--- config.mk ---
export PLATFORM = sky130hd
export DESIGN_NAME = selector_switch_debounce_decode
export DESIGN_NICKNAME = d
export VERILOG_FILES = /design/src/ssdd_pkg.sv /design/src/ssdd_lane.sv /design/src/ssdd_merge.sv /design/src/selector_switch_debounce_decode.sv
export SDC_FILE = /design/constraint.sdc
export NUM_CORES = 1
export LEC_CHECK = 0
export CAP_MARGIN = 20
export CORE_ASPECT_RATIO = 1.75
export CORE_MARGIN = 2
export CORE_UTILIZATION = 55
export CTS_BUF_LIST = sky130_fd_sc_hd__clkbuf_8
export DETAILED_ROUTE_END_ITERATION = 8
export DONT_BUFFER_PORTS = 1
export GPL_ROUTABILITY_DRIVEN = 0
export PLACE_DENSITY = 0.7
export SLEW_MARGIN = 20
export SYNTH_ARGS = -nofsm -noshare
export SYNTH_HDL_FRONTEND = slang
export SYNTH_SLANG_ARGS = --single-unit
--- constraint.sdc ---
create_clock -name clk -period 7.95 [get_ports clk]
set_clock_uncertainty 0.05 [all_clocks]
set_input_delay 1.9875 -clock clk [delete_from_list [all_inputs] [get_ports clk]]
set_output_delay 1.9875 -clock clk [all_outputs]
set_load 0.02 [all_outputs]
--- src/ssdd_pkg.sv ---
// Shared types and constants for the selector switch debounce and decode block.
// Holds the age width, contact indexes, position codes and the result struct.
// No dependencies.
package ssdd_pkg;

    // Width of the per-contact saturating age counter
    localparam int AGE_BITS = 16;
    // Width of the debounce threshold register
    localparam int THR_BITS = 16;
    // Compare width wide enough for both age and threshold
    localparam int CMP_BITS = (AGE_BITS > THR_BITS) ? AGE_BITS : THR_BITS;

    localparam int NUM_CONTACTS = 4;
    localparam int CNT_BITS     = $clog2(NUM_CONTACTS + 1);

    // Contact lanes, in priority order
    localparam int C_PARK_NEUTRAL = 0;
    localparam int C_REVERSE      = 1;
    localparam int C_THIRD        = 2;
    localparam int C_ONE_TWO      = 3;

    localparam logic [THR_BITS-1:0] DEBOUNCE_RESET = THR_BITS'(50);

    typedef logic [AGE_BITS-1:0] age_t;
    typedef logic [THR_BITS-1:0] thr_t;

    typedef enum logic [2:0] {
        POS_UNKNOWN      = 3'd0,
        POS_PARK_NEUTRAL = 3'd1,
        POS_REVERSE      = 3'd2,
        POS_DRIVE        = 3'd3,
        POS_THIRD        = 3'd4,
        POS_ONE_TWO      = 3'd5
    } pos_t;

    // One result beat
    typedef struct packed {
        logic just_entered;
        pos_t position;
    } result_t;

endpackage

--- src/ssdd_lane.sv ---
// One contact lane: edge tracking, saturating age counter and stable-closed flag.
// Depends on ssdd_pkg for the age and threshold widths.
module ssdd_lane
    import ssdd_pkg::*;
(
    input  logic clk,
    input  logic rst_n,
    input  logic advance,        // an input beat is taken this cycle
    input  logic level,          // raw contact level, 0 closed
    input  thr_t debounce_ticks,
    output logic stable_next     // stable-closed flag after this beat
);

    localparam age_t AGE_MAX = {AGE_BITS{1'b1}};

    logic prev_level_reg;
    logic prev_level_next;
    age_t age_reg;
    age_t age_next;
    logic stable_reg;

    // Restart the age on a level change, otherwise count up and saturate
    always_comb
    begin
        prev_level_next = level;
        if (level != prev_level_reg)
        begin
            age_next = '0;
        end
        else if (age_reg != AGE_MAX)
        begin
            age_next = age_reg + age_t'(1);
        end
        else
        begin
            age_next = age_reg;
        end

        if (CMP_BITS'(age_next) >= CMP_BITS'(debounce_ticks))
        begin
            stable_next = ~level;
        end
        else
        begin
            stable_next = stable_reg;
        end
    end

    // Hold lane state until a beat arrives
    always_ff @(posedge clk or negedge rst_n)
    begin
        if (!rst_n)
        begin
            prev_level_reg <= 1'b1;
            age_reg        <= '0;
            stable_reg     <= 1'b0;
        end
        else if (advance)
        begin
            prev_level_reg <= prev_level_next;
            age_reg        <= age_next;
            stable_reg     <= stable_next;
        end
    end

endmodule

--- src/ssdd_merge.sv ---
// Merge stage: decodes the lanes' stable flags into a position, flags entry,
// and queues results in an output register plus a skid register.
// Depends on ssdd_pkg for position codes and the result struct.
module ssdd_merge
    import ssdd_pkg::*;
(
    input  logic                    clk,
    input  logic                    rst_n,
    input  logic                    push,       // an input beat is taken this cycle
    input  logic [NUM_CONTACTS-1:0] closed,     // stable-closed flags after the beat
    output logic                    space,      // room for another beat
    output logic                    out_valid,
    input  logic                    out_ready,
    output result_t                 out_data
);

    logic [CNT_BITS-1:0] closed_count;
    pos_t    pos_new;
    result_t res_new;
    pos_t    cur_pos_reg;

    logic    out_valid_reg;
    logic    out_valid_next;
    result_t out_data_reg;
    result_t out_data_next;
    logic    skid_valid_reg;
    logic    skid_valid_next;
    result_t skid_data_reg;
    result_t skid_data_next;
    logic    pop;

    // Count closed contacts and pick the position by priority
    always_comb
    begin
        closed_count = '0;
        for (int k = 0; k < NUM_CONTACTS; k++)
        begin
            closed_count = closed_count + CNT_BITS'(closed[k]);
        end

        if (closed_count > CNT_BITS'(1))
        begin
            pos_new = POS_UNKNOWN;
        end
        else if (closed[C_PARK_NEUTRAL])
        begin
            pos_new = POS_PARK_NEUTRAL;
        end
        else if (closed[C_REVERSE])
        begin
            pos_new = POS_REVERSE;
        end
        else if (closed[C_THIRD])
        begin
            pos_new = POS_THIRD;
        end
        else if (closed[C_ONE_TWO])
        begin
            pos_new = POS_ONE_TWO;
        end
        else
        begin
            pos_new = POS_DRIVE;
        end

        res_new.position     = pos_new;
        res_new.just_entered = (pos_new != cur_pos_reg) && (pos_new != POS_UNKNOWN);
    end

    // Track the current position
    always_ff @(posedge clk or negedge rst_n)
    begin
        if (!rst_n)
        begin
            cur_pos_reg <= POS_UNKNOWN;
        end
        else if (push)
        begin
            cur_pos_reg <= pos_new;
        end
    end

    // Advance the two-entry result queue
    always_comb
    begin
        pop             = out_valid_reg & out_ready;
        out_valid_next  = out_valid_reg;
        out_data_next   = out_data_reg;
        skid_valid_next = skid_valid_reg;
        skid_data_next  = skid_data_reg;
        if (pop)
        begin
            if (skid_valid_reg)
            begin
                out_data_next   = skid_data_reg;
                skid_valid_next = 1'b0;
            end
            else if (push)
            begin
                out_data_next = res_new;
            end
            else
            begin
                out_valid_next = 1'b0;
            end
        end
        else if (push)
        begin
            if (!out_valid_reg)
            begin
                out_valid_next = 1'b1;
                out_data_next  = res_new;
            end
            else
            begin
                skid_valid_next = 1'b1;
                skid_data_next  = res_new;
            end
        end
    end

    always_ff @(posedge clk or negedge rst_n)
    begin
        if (!rst_n)
        begin
            out_valid_reg  <= 1'b0;
            skid_valid_reg <= 1'b0;
        end
        else
        begin
            out_valid_reg  <= out_valid_next;
            skid_valid_reg <= skid_valid_next;
        end
    end

    // Payload needs no reset
    always_ff @(posedge clk)
    begin
        out_data_reg  <= out_data_next;
        skid_data_reg <= skid_data_next;
    end

    assign space     = ~skid_valid_reg;
    assign out_valid = out_valid_reg;
    assign out_data  = out_data_reg;

endmodule

--- src/selector_switch_debounce_decode.sv ---
// Selector switch debounce and decode, top level: four contact lanes, one merge stage.
// Each result beat is registered as its input beat is taken. Throughput: one beat per
// cycle while the skid register is empty; the merge stage's output plus skid register
// lets s_tready stay high while one result waits. Reset (async, active low) opens all
// contacts, clears ages and stable flags, sets position unknown and threshold to 50.
// Depends on ssdd_pkg, ssdd_lane and ssdd_merge.
module selector_switch_debounce_decode
    import ssdd_pkg::*;
(
    input  logic        clk,
    input  logic        rst_n,
    // Input stream
    input  logic        s_tvalid,
    output logic        s_tready,
    input  logic [7:0]  s_tdata,   // [0] park_neutral_level, [1] reverse_level,
                                   // [2] third_level, [3] one_two_level, [7:4] zero
    // Result stream
    output logic        m_tvalid,
    input  logic        m_tready,
    output logic [7:0]  m_tdata,   // [2:0] position, [3] just_entered, [7:4] zero
    // Threshold register write
    input  logic        cfg_valid,
    output logic        cfg_ready,
    input  logic [15:0] cfg_data   // debounce_ticks
);

    thr_t                    debounce_ticks_reg;
    logic                    advance;
    logic [NUM_CONTACTS-1:0] stable_next;
    logic                    space;
    result_t                 res;

    // Threshold register
    always_ff @(posedge clk or negedge rst_n)
    begin
        if (!rst_n)
        begin
            debounce_ticks_reg <= DEBOUNCE_RESET;
        end
        else if (cfg_valid)
        begin
            debounce_ticks_reg <= cfg_data;
        end
    end

    assign cfg_ready = 1'b1;
    assign s_tready  = space;
    assign advance   = s_tvalid & space;

    // One lane per contact
    for (genvar k = 0; k < NUM_CONTACTS; k++)
    begin : g_lane
        ssdd_lane u_lane (
            .clk            (clk),
            .rst_n          (rst_n),
            .advance        (advance),
            .level          (s_tdata[k]),
            .debounce_ticks (debounce_ticks_reg),
            .stable_next    (stable_next[k])
        );
    end

    ssdd_merge u_merge (
        .clk       (clk),
        .rst_n     (rst_n),
        .push      (advance),
        .closed    (stable_next),
        .space     (space),
        .out_valid (m_tvalid),
        .out_ready (m_tready),
        .out_data  (res)
    );

    assign m_tdata = {4'b0000, res.just_entered, res.position};

endmodule

==> flow_summary.yaml <==
status:
  status: "finished clean"
setup_path:
  reg2reg_depth: 22
  crit_path_end_kind: "flip-flop"
  worst_ep_required_time_ns: 8.03
  worstPathArrival_ns: 6.02
  critical_path_class: "flip-flop to flip-flop"
  crit_fanout: 10
  worstSetupStartpointType: "flip-flop"
timing:
  fmax_mhz: 168
  setup_violations: 0
  report.final.hold_viol_count: 0
  worst_pin_slew_ns: 0.869
  max_slew_margin_pct: 42.1
  finalCritPeriodShare_pct: 74.8
  report.final.slew_viol_count: 0
  setup_tns_ns: 0
  period_minus_slack_ns: 5.95
  rsz0062_at_grt: "false"
finish:
  drive_above_1_share_pct: 7.20
  num-fill-cells: 1164
  largest_register_ffs: 64
  layout.nets: 914
  multi_input_area_um2: 4370
  seq_area_um2: 2580
  n_antenna_cell: 0
  syn_to_final_growth_pct: 4.49
synth:
  synth_cell_type_count: 63
  syn_avg_cell_area_um2: 8.64
  syn_area_um2: 7190
  synthTopCellsByCount: "nand2_1, dfrtp_1, ha_1, nor2_1, o21ai_0"
  synth_edf_count: 8
  ys_ff_latch: 101
  ys.flop_type: "dfrtp_1"
  yosysMostFrequentCell: "nand2_1"
  synth_top_cell_by_area: "dfrtp_1"
  syn-instance-count: 832
  async_flop_share_pct: 92.1
  synth_warnings: 0
  synth_top_cells_by_area: "dfrtp_1, ha_1, nand2_1, o21ai_0, nor2_1"
  synth_top_area_share_pct: 29.9
  ys_seq_area_share_pct: 35.8
global_routing:
  grt-ovfl-total: 0
  antenna_found_initial: 0
  grtUsageTotal_pct: 25.3
  grt_pass1_vias: 5994
  grt_pass1_wl_mm: 28.8
  grt_start_max_net_pins: 94
job:
  maxCapViolations: 0
worst_hold_path:
  hp-class: "flip-flop to flip-flop"
  holdPathStages: 2
floorplan:
  core_um2: 12900
  die_h_um: 155
  io_pins: 40
  placementRows: 55
  die_w_um: 90.4
  start_util_pct: 55.9
  die_area_um2: 14000
drt:
  wl_per_cell_um: 17.2
  route.detailed.drc: 0
  ant_nets: 0
  drt_iter0_drc: 279
  via_count: 6069
  dr.pass1.iters: 5
  routed_wl_mm: 17.1
  vias_per_cell: 6.12
clocking:
  ctsHoldBuffers: 0
  path_clk_slew_ns: 0.10
  clk_latency_ns: 0.38
  cts_setup_buffers: 0
  cts_tree: "done"
  clk_path_buf_depth: 2
  htree_levels: 3
  cts-root-buf: "clkbuf_8"
  cts_resized: 0
  numCtsBuffers: 9
  clkSinkCount: 101
placed_design:
  port_buffers: 0
  dp.final_hpwl_mm: 12.4
power_and_ir_drop:
  p_per_area_nw_per_um2: 225
  peakVddDrop_uv: 351
  power_mw: 1.69
  p_leak_nw: 3.45
## critical path: stages, from the launching register on
cell and delay, ns:
dfrtp_1 0.43, ha_1 0.20, nand3_1 0.19, nor4_2 0.47, nand4_1 0.46, nor2b_1 0.33, and3_1 0.23, xnor2_1 0.16
nor2_1 0.06, ha_1 0.29, a21oi_1 0.13, o21ai_0 0.10, a221o_1 0.31, a31oi_1 0.18, mux2i_1 0.45, inv_1 0.17
ha_1 0.33, ha_1 0.29, o21ai_0 0.19, o2111a_1 0.29, nand4b_1 0.15, nand4b_1 0.14, nand3_1 0.09
## per-layer routing
layer | vias up | share of wire (%) | track usage [%]
met5 | - | 0 | 0
li1 | 2925 | - | -
met4 | 0 | 3.9 | 11.4
met3 | 41 | 4.0 | 3.58
met2 | 148 | 52 | 46.1
met1 | 2955 | 40 | 29.4
## metrics by stage
stage / std cells / utilization, % / hold slack [ns] / cell area [um2] / setup WS [ns]
floorplan: 835 / - / 0.392 / 7200 / 1.86
global placement: 975 / 56.8 / 0.404 / 7310 / 1.98
detailed placement: 975 / 56.8 / 0.407 / 7310 / 1.88
CTS: 991 / 58.4 / 0.423 / 7510 / 2.07
global route: 991 / 58.4 / 0.459 / 7510 / 1.57
finish: 991 / 58.4 / 0.420 / 7510 / 2.00
## worst paths after layout
path / from / endpoint / slack, ns
max: g_lane[0].u_lane.age_reg[0] / u_merge.out_data[3] / 2.00
min: g_lane[2].u_lane.prev_level_reg / g_lane[2].u_lane.prev_level_reg / 0.42
max reg2reg: g_lane[0].u_lane.age_reg[0] / u_merge.out_data[3] / 2.00
min reg2reg: g_lane[2].u_lane.prev_level_reg / g_lane[2].u_lane.prev_level_reg / 0.42
max in group asynchronous: rst_n / g_lane[3].u_lane.prev_level_reg / 6.36
min in group asynchronous: rst_n / g_lane[1].u_lane.age_reg[4] / 1.23
## cell families after synthesis
group / count (synthesis) / share of synthesized area (%)
AOI/OAI and AO/OA: 187 / 16.9
other: 2 / 0.104
DFF: 101 / 35.8
adders and majority gates: 70 / 12.2
and+or+nand+nor: 338 / 22.2
xor gates and xnor gates: 50 / 6.09
buffers and inverters: 65 / 3.71
muxes: 19 / 2.92
## cells in the final DEF, fill, tap and decap left out, drive strengths merged, types with 14 or more instances in the layout
| cell type | count |
|---|---|
| nand2 | 143 |
| dfrtp | 86 |
| xnor2 | 23 |
| nor3 | 14 |
| and3 | 19 |
| a21oi | 35 |
| nand4 | 20 |
| nand3 | 30 |
| xor2 | 27 |
| o21ai | 61 |
| nor2 | 71 |
| ha | 70 |
| inv | 31 |
| o31ai | 30 |
## where the power goes
part	switching [mW]	internal, mW	leakage, nW
Clock	0.195	0.150	0.105
Sequential	0.0941	0.622	1.30
Combinational	0.397	0.236	2.04
Total	0.686	1.01	3.45
## area by class of cell
| class | instances | share of cell area, % |
|---|---|---|
| Clock inverter | 7 | 1.07 |
| Tap cell | 171 | 2.85 |
| Sequential cell | 101 | 34.3 |
| Clock buffer | 9 | 1.65 |
| Inverter | 28 | 1.40 |
| Multi-Input combinational cell | 669 | 58.1 |
| Timing Repair Buffer | 6 | 0.600 |
(Power assumes the default switching activity.)
